### src/hw/rtl/pcbd_pkg.sv
// Shared types and constants for the pulse-count backlight dimmer.
// Transaction payload structs, action and register-index codes, reset values.
// No dependencies.
package pcbd_pkg;

  // Default number of brightness levels of the LED driver
  localparam int NUM_LEVELS_DEF = 32;

  localparam int BRIGHT_W = 15;
  localparam int TICKS_W  = 20;
  localparam int CFG_IDX_W = 3;
  localparam int CFG_DATA_W = TICKS_W;

  localparam logic [BRIGHT_W-1:0] MAX_BRIGHTNESS_RST = 15'd255;

  // Result actions
  typedef enum logic [1:0] {
    ACT_OFF   = 2'd0,
    ACT_ON    = 2'd1,
    ACT_PULSE = 2'd2,
    ACT_HOLD  = 2'd3
  } action_t;

  // Input commands
  typedef enum logic {
    CMD_TABLE_WRITE = 1'b0,
    CMD_REQUEST     = 1'b1
  } command_t;

  // Configuration register indexes
  typedef enum logic [CFG_IDX_W-1:0] {
    CFG_MAX_BRIGHTNESS   = 3'd0,
    CFG_PULSE_LOW_TICKS  = 3'd1,
    CFG_PULSE_HIGH_TICKS = 3'd2,
    CFG_STARTUP_TICKS    = 3'd3,
    CFG_OFF_TICKS        = 3'd4,
    CFG_PIN_INVERT       = 3'd5
  } cfg_index_t;

  typedef struct packed {
    logic                command;
    logic [4:0]          table_index;
    logic [BRIGHT_W-1:0] table_value;
    logic signed [15:0]  requested_brightness;
    logic                power_on;
    logic                unblanked;
  } in_item_t;

  typedef struct packed {
    action_t             action;
    logic [5:0]          level_after;
    logic                end_level;
    logic [BRIGHT_W-1:0] stored_brightness;
    logic                last;
  } out_item_t;

endpackage

### src/hw/rtl/pulse_count_backlight_dimmer.sv
// A request is accepted, then the table is scanned from the top level down (one table
// entry compared per cycle through the single threshold comparator), then results follow
// one per cycle while the output is taken.
// A table write gives no result. One item is worked at a time.
// Reset (synchronous, rst_n low) clears level, kept brightness and every table entry
// at once through per-entry valid bits; no clearing pass is needed.
// Depends on pcbd_pkg.
module pulse_count_backlight_dimmer
  import pcbd_pkg::*;
#(
  parameter int NUM_LEVELS = NUM_LEVELS_DEF
) (
  input  logic                  clk,
  input  logic                  rst_n,
  input  logic                  in_valid,
  output logic                  in_ready,
  input  in_item_t              in_data,
  output logic                  out_valid,
  input  logic                  out_ready,
  output out_item_t             out_data,
  input  logic                  cfg_we,
  input  logic [CFG_IDX_W-1:0]  cfg_index,
  input  logic [CFG_DATA_W-1:0] cfg_wdata
);

  localparam int LW = $clog2(NUM_LEVELS + 1);
  localparam int AW = $clog2(NUM_LEVELS);
  localparam logic [LW-1:0] TOP_LVL = LW'(NUM_LEVELS);
  localparam logic [AW-1:0] TOP_ADDR = AW'(NUM_LEVELS - 1);

  typedef enum logic [2:0] {
    ST_IDLE = 3'b001,
    ST_SCAN = 3'b010,
    ST_EMIT = 3'b100
  } state_t;

  state_t                state_r, state_nxt;
  logic                  out_valid_r, out_valid_nxt;
  out_item_t             out_data_r, out_data_nxt;
  logic [LW-1:0]         cur_lvl_r, cur_lvl_nxt;
  logic [BRIGHT_W-1:0]   kept_r, kept_nxt;
  logic [BRIGHT_W-1:0]   req_r, req_nxt;
  logic [LW-1:0]         scan_lvl_r, scan_lvl_nxt;
  logic [LW-1:0]         target_r, target_nxt;
  logic [LW-1:0]         walk_lvl_r, walk_lvl_nxt;
  logic [BRIGHT_W-1:0]   max_bright_r;
  logic                  pin_inv_r;

  // Threshold store with per-entry valid bits
  logic [BRIGHT_W-1:0]   thr_mem [NUM_LEVELS];
  logic [NUM_LEVELS-1:0] thr_vld_r;
  logic [AW-1:0]         rd_addr;
  logic [BRIGHT_W-1:0]   rd_data_r;
  logic                  rd_vld_r;

  logic                  in_fire;
  logic                  tbl_wr;
  logic [BRIGHT_W-1:0]   thr;
  logic                  hit;
  logic                  slot_free;
  logic [LW-1:0]         step_lvl;
  logic                  step_last;

  assign in_ready  = (state_r == ST_IDLE);
  assign in_fire   = in_valid & in_ready;
  assign tbl_wr    = in_fire && (in_data.command == CMD_TABLE_WRITE)
                     && (32'(in_data.table_index) < NUM_LEVELS);
  assign out_valid = out_valid_r;
  assign out_data  = out_data_r;

  // Configuration writes; the tick register indexes are ignored here and change no result
  always_ff @(posedge clk) begin
    if (!rst_n) begin
      max_bright_r <= MAX_BRIGHTNESS_RST;
      pin_inv_r    <= 1'b0;
    end else if (cfg_we) begin
      unique case (cfg_index_t'(cfg_index))
        CFG_MAX_BRIGHTNESS: max_bright_r <= cfg_wdata[BRIGHT_W-1:0];
        CFG_PIN_INVERT:     pin_inv_r    <= cfg_wdata[0];
        default: ;
      endcase
    end
  end

  // Table write port and registered read port
  assign rd_addr = (state_r == ST_IDLE) ? TOP_ADDR : AW'(scan_lvl_r - LW'(2));

  always_ff @(posedge clk) begin
    if (tbl_wr) begin
      thr_mem[AW'(in_data.table_index)] <= in_data.table_value;
    end
    rd_data_r <= thr_mem[rd_addr];
    rd_vld_r  <= thr_vld_r[rd_addr];
  end

  always_ff @(posedge clk) begin
    if (!rst_n) begin
      thr_vld_r <= '0;
    end else if (tbl_wr) begin
      thr_vld_r[AW'(in_data.table_index)] <= 1'b1;
    end
  end

  // Shared threshold compare
  assign thr = rd_vld_r ? rd_data_r : '0;
  assign hit = (req_r > thr);

  // Next level of the dimming walk: switch-on starts at the top, pulses wrap
  assign step_lvl  = (walk_lvl_r <= LW'(1)) ? TOP_LVL : walk_lvl_r - LW'(1);
  assign step_last = (step_lvl == target_r);
  assign slot_free = ~out_valid_r | out_ready;

  // Sequencer
  always_comb begin
    state_nxt     = state_r;
    out_valid_nxt = out_valid_r & ~out_ready;
    out_data_nxt  = out_data_r;
    cur_lvl_nxt   = cur_lvl_r;
    kept_nxt      = kept_r;
    req_nxt       = req_r;
    scan_lvl_nxt  = scan_lvl_r;
    target_nxt    = target_r;
    walk_lvl_nxt  = walk_lvl_r;
    unique case (state_r)
      ST_IDLE: begin
        if (in_fire && (in_data.command == CMD_REQUEST)) begin
          // Blanking and clamping of the request
          if (!in_data.power_on || !in_data.unblanked || in_data.requested_brightness[15]) begin
            req_nxt = '0;
          end else if (in_data.requested_brightness[BRIGHT_W-1:0] > max_bright_r) begin
            req_nxt = max_bright_r;
          end else begin
            req_nxt = in_data.requested_brightness[BRIGHT_W-1:0];
          end
          scan_lvl_nxt = TOP_LVL;
          walk_lvl_nxt = cur_lvl_r;
          state_nxt    = ST_SCAN;
        end
      end
      ST_SCAN: begin
        // One entry per cycle from the top level down
        if (hit) begin
          target_nxt = scan_lvl_r;
          state_nxt  = ST_EMIT;
        end else if (scan_lvl_r == LW'(1)) begin
          target_nxt = '0;
          state_nxt  = ST_EMIT;
        end else begin
          scan_lvl_nxt = scan_lvl_r - LW'(1);
        end
      end
      ST_EMIT: begin
        if (slot_free) begin
          out_valid_nxt = 1'b1;
          if (target_r == cur_lvl_r) begin
            out_data_nxt.action            = ACT_HOLD;
            out_data_nxt.level_after       = 6'(cur_lvl_r);
            out_data_nxt.end_level         = (cur_lvl_r != '0) ^ pin_inv_r;
            out_data_nxt.stored_brightness = kept_r;
            out_data_nxt.last              = 1'b1;
            state_nxt                      = ST_IDLE;
          end else if (target_r == '0) begin
            out_data_nxt.action            = ACT_OFF;
            out_data_nxt.level_after       = '0;
            out_data_nxt.end_level         = pin_inv_r;
            out_data_nxt.stored_brightness = req_r;
            out_data_nxt.last              = 1'b1;
            kept_nxt                       = req_r;
            cur_lvl_nxt                    = '0;
            state_nxt                      = ST_IDLE;
          end else begin
            out_data_nxt.action            = (walk_lvl_r == '0) ? ACT_ON : ACT_PULSE;
            out_data_nxt.level_after       = 6'(step_lvl);
            out_data_nxt.end_level         = ~pin_inv_r;
            out_data_nxt.stored_brightness = req_r;
            out_data_nxt.last              = step_last;
            kept_nxt                       = req_r;
            walk_lvl_nxt                   = step_lvl;
            if (step_last) begin
              cur_lvl_nxt = target_r;
              state_nxt   = ST_IDLE;
            end
          end
        end
      end
      default: state_nxt = ST_IDLE;
    endcase
  end

  // Control state
  always_ff @(posedge clk) begin
    if (!rst_n) begin
      state_r     <= ST_IDLE;
      out_valid_r <= 1'b0;
      cur_lvl_r   <= '0;
      kept_r      <= '0;
    end else begin
      state_r     <= state_nxt;
      out_valid_r <= out_valid_nxt;
      cur_lvl_r   <= cur_lvl_nxt;
      kept_r      <= kept_nxt;
    end
  end

  // Working registers
  always_ff @(posedge clk) begin
    out_data_r <= out_data_nxt;
    req_r      <= req_nxt;
    scan_lvl_r <= scan_lvl_nxt;
    target_r   <= target_nxt;
    walk_lvl_r <= walk_lvl_nxt;
  end

endmodule

### config.mk
export PLATFORM = sky130hd
export DESIGN_NAME = pulse_count_backlight_dimmer
export DESIGN_NICKNAME = d
export VERILOG_FILES = /design/src/hw/rtl/pcbd_pkg.sv /design/src/hw/rtl/pulse_count_backlight_dimmer.sv
export SDC_FILE = /design/constraint.sdc
export NUM_CORES = 1
export LEC_CHECK = 0
export BUFFER_PORTS_ARGS = -buffer_cell sky130_fd_sc_hd__buf_2
export CAP_MARGIN = 10
export CORE_MARGIN = 1.5
export CORE_UTILIZATION = 30
export DETAILED_ROUTE_END_ITERATION = 8
export HOLD_SLACK_MARGIN = 0.03
export SYNTH_ARGS = -nofsm -noshare
export SYNTH_HDL_FRONTEND = slang
export SYNTH_SLANG_ARGS = --single-unit
export TNS_END_PERCENT = 30
### constraint.sdc
create_clock -name clk -period 4.06 [get_ports clk]
set_input_delay 0.812 -clock clk [delete_from_list [all_inputs] [get_ports clk]]
set_output_delay 0.812 -clock clk [all_outputs]
set_load 0.02 [all_outputs]
# Word-level counts from Yosys, hierarchy flattened
# Memories as Yosys holds them, arrays and structs flattened. A register that Yosys moved wholly into a read port is not among the register bits.
# Cells that the tools add are included.
# W data, S select, Z words.
# word_totals
regBits,132
mem_bits_rw,480
in_bits,67
mem_count,1
# op_classes
addsub,3
magnitude_cmp,6
n_eq_ne,15
mux,36
bitwise_logic,10
n_reduce_logical,26
# memory_table
name,depth,width,read_ports,rd_ports_with_merged_regs,wr,line,source
thr_mem,32,15,1,1,1,pulse_count_backlight_dimmer.sv:50,logic [BRIGHT_W-1:0] thr_mem [NUM_LEVELS];
# op_table
operator,count
$mux W6,12
$or A32 B32 Y32,1
$gt A15 B15 Y1,2
$mux W15,2
$mux W25,1
$pmux W6 S2,2
$mux W23,1
$mux W3,7
$eq A6 B6 Y1,2
$logic_not A6 Y1,2
$lt A5 B6 Y1 const B,2
$reduce_and A4 Y1,3
$sub A6 B1 Y6 const B,2
$ne A2 B2 Y1 const B,5
$reduce_and A2 Y1,5
$pmux W3 S3,1
$reduce_bool A2 Y1,4
$eq A3 B3 Y1 const B,2
$eq A6 B1 Y1 const B,1
$le A6 B1 Y1 const B,1
$mux W1,6
$reduce_bool A6 Y1,1
$bmux W1 S5,1
$demux W1 S5,1
20 further kinds,29

# Depth between registers and ports, before layout
# Gate-level depths: netlist of run 1.
# depth
depth_word,8
mapped_depth,12
depth_no_buf,9

# Least setup slack after synthesis of run 1
# Ideal clock, no wire load.
# synth_path
path_kind,input port to flip-flop
startpoint,in out_ready
endpoint,"reg walk_lvl_r[0], enable pin"
t_arrival_ps,2790
slack_ps,890
path_stages,5
cell_sequence,nand2b_1 > and3_1 > nand2_1 > clkbuf_1 > o31ai_1
# synth_between
elab_chain_len,3
# synth_rtl
element,line,source
from (decl),pulse_count_backlight_dimmer.sv:19,"input logic out_ready,"
$or A1 B1 Y1,pulse_count_backlight_dimmer.sv:111,assign slot_free = ~out_valid_r | out_ready;
$ne A2 B2 Y1 (no source line),-,
$reduce_and A5 Y1 (no source line),-,
to (signal assigned),pulse_count_backlight_dimmer.sv:211,walk_lvl_r <= walk_lvl_nxt;
to (decl),pulse_count_backlight_dimmer.sv:45,"logic [LW-1:0] walk_lvl_r, walk_lvl_nxt;"
# No other way between the ends.
# A chain may end at the register's enable or synchronous reset.

# Worst setup path in the final report of run 1
# layout_path
startpoint,reg state_r[1]
endpoint,"reg rd_data_r[8], read port of thr_mem"
# layout_between
elab_chain_len,2
# layout_rtl
element,line,source
from (decl),pulse_count_backlight_dimmer.sv:37,"state_t state_r, state_nxt;"
from (signal assigned),pulse_count_backlight_dimmer.sv:198,state_r <= state_nxt;
$eq A3 B1 Y1,pulse_count_backlight_dimmer.sv:86,assign rd_addr = (state_r == ST_IDLE) ? TOP_ADDR : AW'(scan_lvl_r - LW'(2));
$mux W5,pulse_count_backlight_dimmer.sv:86,
to (decl),pulse_count_backlight_dimmer.sv:53,logic [BRIGHT_W-1:0] rd_data_r;
# No other way between the ends.

==> results of run 1 <==
[critical path, cell delays in order, from the launching register on]
cell	delay, ns
dfxtp_1	0.38
or3b_1	0.49
inv_4	0.22
nor2_8	0.30
buf_12	0.31
o22ai_1	0.13
mux4_2	0.55
a22o_1	0.23
a221oi_1	0.43
[where the power goes]
group	switching [uW]	internal (uW)
clock network	2360	3040
registers	37.5	7040
logic	367	228
[routing by layer]
metal	vias to the layer above	global-route usage (%)
li1	6413	-
met1	7078	18.53
met2	441	21.34
met3	90	2.591
met4	0	3.558
met5	-	0
[synthesized netlist by cell type, types with 3 or more instances]
cell	number
o31ai_1	8
buf_1	3
dfxtp_1	89
ha_1	37
a21oi_1	15
buf_6	11
inv_1	27
o21a_1	36
nand2b_1	5
mux2i_1	147
nor2_1	72
a21o_1	4
nand4_1	8
clkbuf_1	43
buf_2	15
o211ai_1	9
a221oi_2	7
and3_1	5
o22ai_1	128
nor3_1	9
nand3_1	7
and2_1	9
mux4_2	63
nand2_1	94
a21boi_0	24
nor2b_1	7
mux2_2	20
a22o_1	21
buf_4	13
xnor2_1	8
o21ai_0	17
edfxtp_1	538
a221oi_1	8
xor2_1	9
[cell families after synthesis]
kind of cell | share of synthesized area, %
buffers and inverters | 2.387
adder cells (fa/ha/maj) | 1.821
multiplexers | 12.25
AND/OR/NAND/NOR | 4.085
flip-flops | 70.55
XOR/XNOR | 0.6792
AO/OA/AOI/OAI | 8.223
[cell type report]
cell class | instances | area share, %
clock inverters | 24 | 0.7679
inverters | 28 | 0.3669
clock buffers | 86 | 5.691
multi-input cells | 810 | 23.63
well taps | 1134 | 4.838
repair buffers | 154 | 3.545
flip-flops and latches | 627 | 61.16
[how the worst max path moves through the flow]
| stage | slack (ns) | endpoint | from |
|---|---|---|---|
| finish | 0.80 | rd_data_r[8]$_DFF_P_ | state_r[1]$_SDFFE_PN0P_ |
| detailed placement | 0.83 | req_r[8]$_SDFFCE_PP0P_ | in_data[14] |
| CTS | 0.83 | rd_data_r[8]$_DFF_P_ | state_r[1]$_SDFFE_PN0P_ |
| global placement | 0.84 | req_r[13]$_SDFFCE_PP0P_ | in_data[16] |
| floorplan | 0.89 | walk_lvl_r[0]$_DFFE_PP_ | out_ready |
| global route | 0.67 | rd_data_r[0]$_DFF_P_ | state_r[1]$_SDFFE_PN0P_ |
[per-stage QoR]
| step | setup WS [ns] | instances | instance area, um^2 | power (uW) |
|---|---|---|---|---|
| 3_5_place_dp | 0.8274 | 2752 | 27420 | 7812 |
| 5_1_grt | 0.6676 | 2863 | 29330 | 13510 |
| 4_1_cts | 0.8338 | 2862 | 29320 | 13200 |
| 6_report | 0.8003 | 2863 | 29330 | 13080 |
| 2_1_floorplan | 0.8901 | 1552 | 25420 | 7560 |
| 3_3_place_gp | 0.8413 | 2752 | 27420 | 7794 |
[sequential cells by signal, summed over array words and instances (netlist names)]
signal / flops
walk_lvl_r: 6
kept_r: 15
rd_data_r: 15
target_r: 6
cur_lvl_r: 6
rd_vld_r: 1
req_r: 15
state_r: 3
pin_inv_r: 1
max_bright_r: 15
thr_mem: 480
out_data: 25
out_valid: 1
thr_vld_r: 32
scan_lvl_r: 6
==> summary.txt, run 1 <==
=====================================================================================
Wire length of the first global-routing pass                                 87.29 mm
Seq/Total Area, Yosys                                                          70.55%
Critical path start-end classification                                     reg -> reg
Worst setup SP type                                                         flip-flop
Fraction of synthesized cell area taken by the top area cell type              63.54%
Count of flip-flops with a built-in enable after synthesis                        538
Hold Path Depth                                                                     3
Remaining max-slew budget at the tightest pin                                  40.86%
Share of async-settable or async-resettable flops after synthesis                  0%
Leakage                                                                   0.009539 uW
Run status                                                               complete, no violations
Layout net count                                                                1,784
Number of instances in the synthesized netlist                                  1,552
Worst hold slack                                                            0.4395 ns
Final routed DRC violation total                                                    0
Combined global-route utilization of all metal layers                          13.35%
Number of DRC markers after the initial detailed-route iteration                1,231
Die boundary height                                                          294.1 um
Register bit count reported by yosys                                              627
Routed wire length per instance                                              20.43 um
Count of hold buffers inserted by post-cts repair                                   0
Cell Area, Synth                                                          25,420 um^2
Global placement routability congestion                                        0.8287
Highest layer used for signal routing                                            met4
Reg2Reg Capture Point                                                    rd_data_r[8]$_DFF_P_
Share of layout cells above drive strength 1                                   20.07%
Antenna-violating nets left                                                         0
Footprint of the multi-input gates                                          6930 um^2
Final antenna diode count                                                           0
Sequential cell area                                                      17,940 um^2
Reg-to-reg slack, setup                                                       0.80 ns
Max capacitance violation total                                                     0
Number of vias after detailed routing                                          14.02k
Hold endpoint                                                            max_bright_r[1]$_SDFFE_PN1P_
Max H-tree Level                                                                    2
Final critical-path share of the clock period                                  80.29%
Worst clock skew on the final layout                                       0.02653 ns
TritonCTS Sinks                                                                   627
Power per Cell Area                                                      446.0 nW/um^2
Worst hold-check path type                                                  in -> reg
FF-to-FF Start                                                           state_r[1]$_SDFFE_PN0P_
Buffers on Ports                                                                   88
Most frequently used flop master after synthesis                             edfxtp_1
Overall die area                                                          86,500 um^2
DR WL met2                                                                   27.33 mm
Synth Area per Inst                                                        16.38 um^2
Tmin final                                                                   3.260 ns
CTS buffer count                                                                   59
Largest buffer count on any clock path                                              3
Final hold violations                                                               0
Met3 WL                                                                      3.888 mm
Maximum fanout encountered on the critical timing path                             48
DP Wirelength                                                                35.95 mm
Fmax                                                                       0.3068 GHz
R2R cell count                                                                      8
Highest-count cells in the layout ignoring fill and taps                 538 x edfxtp_1, 147 x mux2i_1, 128 x o22ai_1
Synthesized net count                                                           1,656
Growth of design area from synthesis to finish                                 15.35%
VDD IR-drop max                                                             0.2575 mV
Sort of element at the end of the critical path                             flip-flop
Setup TNS after final layout                                                     0 ns
Std-Cell Core Area                                                        83,820 um^2
Clock latency of the later-clocked register in the worst-skew pair            0.63 ns
Antenna violations before repair                                                    0
Vias in the first global route                                                 14.16k
Final Slew Violations                                                               0
Clock root buffer                                                           clkbuf_16
Most frequent standard cell in the layout excluding fill and tap cells       edfxtp_1
Clock-pin slew of the registers on the worst-case setup and hold paths        0.06 ns
Routed length on met1                                                        26.07 mm
Post-CTS Setup Inserts                                                              0
Unrepaired setup endpoints after global routing                                 false
Largest cells by area after synthesis                                    edfxtp_1 64%, dfxtp_1 7.0%, mux2i_1 5.8%, mux4_2 5.6%, o22ai_1 3.1%
Cell taking the most area after synthesis                                    edfxtp_1
Synth warnings                                                                      0
Synth cell types                                                                   64
Critical path required time                                                   4.50 ns
Number of filler instances in the final layout                                  7,959
Avg Vias per Cell                                                               4.898
Ports                                                                              94
Initial cell density of the core                                               30.33%
Die width                                                                    294.1 um
Largest net degree at the start of global routing                                 134
Count of final setup violators                                                      0
Total gr overflow                                                                   0
Worst-margin pin slew                                                       0.8842 ns
Final WL                                                                     58.50 mm
Worst Hold Launch                                                        cfg_wdata[1]
Count of standard-cell rows                                                       106
Final core occ                                                                 34.99%
Router iterations before antenna repair                                             5
Clock tree from TritonCTS                                                       built
Post_cts resized                                                                    0
WP data arrival                                                               3.70 ns
=====================================================================================
No activity file was read; power rests on OpenSTA's default activity.
==> inputs of run 2 (changes only) <==
ABC_AREA = 1   (was default)
clock period = 2.8 ns   (was 4.06 ns; I/O delays follow)
==> summary.txt, run 2 <==
=====================================================================================================
Run status                                                                               complete, no violations   unchanged
Final Slew Violations                                                                               0   unchanged
Buffers on Ports                                                                                   88   unchanged
Post-synthesis share of cell area spent on full adders, half adders and majority gates         1.771%   was 1.821%
Critical path buffers and inverters                                                                 3   was 2
Synth cell types                                                                                   37   was 64
Clock-pin slew of the registers on the worst-case setup and hold paths                        0.07 ns   was 0.06 ns
Layout net count                                                                                2,441   was 1,784
Total gr overflow                                                                                   0   unchanged
Register bit count reported by yosys                                                              627   unchanged
Vias in the first global route                                                                 15.87k   was 14.16k
Max H-tree Level                                                                                    2   unchanged
Ports                                                                                              94   unchanged
Fraction of synthesized cell area taken by the top area cell type                              61.80%   was 63.54%
Synth Area per Inst                                                                        11.71 um^2   was 16.38 um^2
Fmax                                                                                       0.3886 GHz   was 0.3068 GHz
Unrepaired setup endpoints after global routing                                                 false   unchanged
GR Layer Usage met3                                                                            2.552%   was 2.591%
Worst hold-check path type                                                                  in -> reg   unchanged
Largest net degree at the start of global routing                                                  80   was 134
Global-route met2 utilization                                                                  21.89%   was 21.34%
Count of standard-cell rows                                                                       108   was 106
Die boundary height                                                                          298.2 um   was 294.1 um
Routed wire length per instance                                                              18.38 um   was 20.43 um
Initial cell density of the core                                                               30.18%   was 30.33%
Top cells by instance count after synthesis                                              538 x edfxtp_1, 258 x nor2_1, 233 x o21ai_0, 231 x nand2_1, 200 x o211ai_1   was 538 x edfxtp_1, 147 x mux2i_1, 128 x o22ai_1, 94 x nand2_1, 89 x dfxtp_1
Number of filler instances in the final layout                                                  8,423   was 7,959
Most frequently used flop master after synthesis                                             edfxtp_1   unchanged
TritonCTS Sinks                                                                                   627   unchanged
Growth of design area from synthesis to finish                                                 16.50%   was 15.35%
Leakage                                                                                    0.01066 uW   was 0.009539 uW
Synthesized-area fraction occupied by ao, oa, aoi and oai cells                                12.83%   was 8.223%
Number of flip-flops under the largest register name                                              480   unchanged
Avg Vias per Cell                                                                               4.791   was 4.898
Antenna-violating nets left                                                                         0   unchanged
Final hold violations                                                                               0   unchanged
WP data arrival                                                                               3.12 ns   was 3.70 ns
Critical path start-end classification                                                     reg -> reg   unchanged
Post-placement setup slack                                                                  0.2860 ns   was 0.8274 ns
Cell repeated most along the worst path                                                       nand2_1
Antenna violations before repair                                                                    8   was 0
Count of final setup violators                                                                      0   unchanged
Power per Cell Area                                                                      914.4 nW/um^2   was 446.0 nW/um^2
Share of layout cells above drive strength 1                                                   14.84%   was 20.07%
Worst Hold Launch                                                                        cfg_wdata[5]   was cfg_wdata[1]
Number of DRC markers after the initial detailed-route iteration                                1,758   was 1,231
Maximum fanout encountered on the critical timing path                                             30   was 48
Most heavily used metal layer in global routing                                                  met2   unchanged
Seq/Total Area, Yosys                                                                          68.61%   was 70.55%
CTS buffer count                                                                                   58   was 59
Most numerous cell in the Yosys netlist                                                      edfxtp_1   unchanged
Setup TNS after final layout                                                                     0 ns   unchanged
Tmin final                                                                                   2.573 ns   was 3.260 ns
Worst setup SP type                                                                         flip-flop   unchanged
Cell Area, Synth                                                                          26,140 um^2   was 25,420 um^2
Delay of the slowest cell on the worst path                                                   0.45 ns   was 0.55 ns
Global placement routability congestion                                                        0.8152   was 0.8287
Overall die area                                                                          88,920 um^2   was 86,500 um^2
Combined global-route utilization of all metal layers                                          14.35%   was 13.35%
Largest family of logic cells by synthesized area                                        compound AO/OA/AOI/OAI gates   was multiplexers
Highest-count cells in the layout ignoring fill and taps                                 538 x edfxtp_1, 257 x nor2_1, 233 x o21ai_0   was 538 x edfxtp_1, 147 x mux2i_1, 128 x o22ai_1
Worst clock skew on the final layout                                                       0.03998 ns   was 0.02653 ns
Final WL                                                                                     65.13 mm   was 58.50 mm
Most frequent standard cell in the layout excluding fill and tap cells                       edfxtp_1   unchanged
Max capacitance violation total                                                                     0   unchanged
Final routed DRC violation total                                                                    0   unchanged
Worst hold slack                                                                            0.1857 ns   was 0.4395 ns
Sort of element at the end of the critical path                                             flip-flop   unchanged
Cell with the largest stage delay on the worst path                                          edfxtp_1   was mux4_2
Total Power Consumption                                                                     27,850 uW   was 13,080 uW
Xor/xnor cell area share of the yosys netlist                                                0.06700%   was 0.6791%
FF-to-FF Start                                                                           scan_lvl_r[0]$_SDFFCE_PN0P_   was state_r[1]$_SDFFE_PN0P_
Post-CTS Setup Inserts                                                                              0   unchanged
Clock root buffer                                                                           clkbuf_16   unchanged
Cell Chain, Critical Path                                                                inv_1 -> nand2_8 -> inv_8 -> buf_4 -> nor2_1 -> o211ai_1 -> nand3_1 -> nand2_1 -> nand2_1 -> nand2_1   was or3b_1 -> inv_4 -> nor2_8 -> buf_12 -> o22ai_1 -> mux4_2 -> a22o_1 -> a221oi_1
VDD IR-drop max                                                                             0.5078 mV   was 0.2575 mV
Die width                                                                                    298.2 um   was 294.1 um
Cell taking the most area after synthesis                                                    edfxtp_1   unchanged
Number of instances in the synthesized netlist                                                  2,232   was 1,552
Critical path required time                                                                   3.34 ns   was 4.50 ns
Largest cells by area after synthesis                                                    edfxtp_1 62%, dfxtp_1 6.8%, o211ai_1 5.7%, o21ai_0 4.5%, nor2_1 3.7%   was edfxtp_1 64%, dfxtp_1 7.0%, mux2i_1 5.8%, mux4_2 5.6%, o22ai_1 3.1%
Worst-margin pin slew                                                                       0.8050 ns   was 0.8842 ns
Number of vias after detailed routing                                                          16.98k   was 14.02k
Synth warnings                                                                                      0   unchanged
Post-layout worst setup margin                                                              0.2269 ns   was 0.8003 ns
Router iterations before antenna repair                                                             5   unchanged
Count of hold buffers inserted by post-cts repair                                                   0   unchanged
Count of flip-flops with a built-in enable after synthesis                                        538   unchanged
Clock latency of the later-clocked register in the worst-skew pair                            0.64 ns   was 0.63 ns
Clock tree from TritonCTS                                                                       built   unchanged
Share of async-settable or async-resettable flops after synthesis                                  0%   unchanged
Register bank with the most flops                                                             thr_mem   unchanged
DP Wirelength                                                                                39.32 mm   was 35.95 mm
Synthesized-area fraction occupied by and/or/nand/nor cells                                    12.47%   was 4.085%
Kind of cell adding the most delay to the critical path                                  simple AND/OR/NAND/NOR gates   unchanged
Remaining max-slew budget at the tightest pin                                                  46.33%   was 40.86%
Mux contribution to synthesized area                                                               0%   was 12.25%
Met1 track demand over resource in global routing                                              21.07%   was 18.53%
Final critical-path share of the clock period                                                  91.90%   was 80.29%
Largest buffer count on any clock path                                                              3   unchanged
Worst Setup SP                                                                           scan_lvl_r[0]$_SDFFCE_PN0P_   was state_r[1]$_SDFFE_PN0P_
Wire length of the first global-routing pass                                                 97.78 mm   was 87.29 mm
Synthesized net count                                                                           2,336   was 1,656
Std-Cell Core Area                                                                        86,620 um^2   was 83,820 um^2
Post_cts resized                                                                                    0   unchanged
=====================================================================================================
==> run 2: cell types whose count changed in the layout (fill, tap and decap cells not counted), sizes merged, moves of 123 or more <==
| cell | before | now |
|---|---|---|
| nand2 | 95 | 233 |
| o211ai | 10 | 201 |
| o21ai | 18 | 260 |
| nor2 | 74 | 259 |
| o22ai | 128 | 5 |
| mux2i | 147 | 0 |
==> run 2: cell families (layout without fill, tap and decap cells) <==
family	Yosys count	count (layout)
simple gates	737	737
flops	627	627
compound gates	552	552
buf+inv	277	431
fa+ha+maj	37	37
xor+xnor	2	2
other cells	0	2
==> run 2: where the power goes <==
group	total (uW)	switching [uW]	internal (uW)
Clock	8050	3490	4560
Combinational	9080	6180	2910
Sequential	10700	181	10500
==> run 2: area by class of cell <==
cell class,instances,area [um^2],area share [%]
Antenna cell,2,5.005,0.01643
Clock buffer,83,1682,5.522
Clock inverter,26,280.3,0.9203
Inverter,148,565.5,1.857
Multi-Input combinational cell,1328,7129,23.41
Sequential cell,627,17940,58.90
Tap cell,1155,1445,4.745
Timing Repair Buffer,174,1411,4.634
==> run 2: path summary, 6_finish.rpt <==
path | to | slack [ns] | depth (start not counted)
min | max_bright_r[5]$_SDFFE_PN1P_ | 0.19 | 3
max | rd_data_r[10]$_DFF_P_ | 0.23 | 10
max reg2reg | rd_data_r[10]$_DFF_P_ | 0.23 | 10
min reg2reg | kept_r[13]$_SDFFE_PN0P_ | 0.44 | 2
==> run 2: per-layer routing <==
metal | part of all wire, % | wire (um)
met1 | 47 | 30660
met2 | 45 | 29050
met3 | 6.6 | 4294
met4 | 1.6 | 1058
met5 | 0.097 | 63
==> run 2: worst reg2reg max path, stage by stage (launching register included) <==
cell,delay [ns]
edfxtp_1,0.45
inv_1,0.25
nand2_8,0.21
inv_8,0.28
buf_4,0.24
nor2_1,0.06
o211ai_1,0.33
nand3_1,0.31
nand2_1,0.19
nand2_1,0.09
nand2_1,0.08
==> run 2: stage by stage <==
| stage | cells | utilization [%] | instance area (um^2) |
|---|---|---|---|
| finish | 3543 | 35.16 | 30460 |
| global route | 3543 | 35.16 | 30460 |
| CTS | 3541 | 35.15 | 30450 |
| detailed placement | 3432 | 32.89 | 28490 |
| global placement | 3432 | 32.89 | 28490 |
| floorplan | 2232 | - | 26150 |
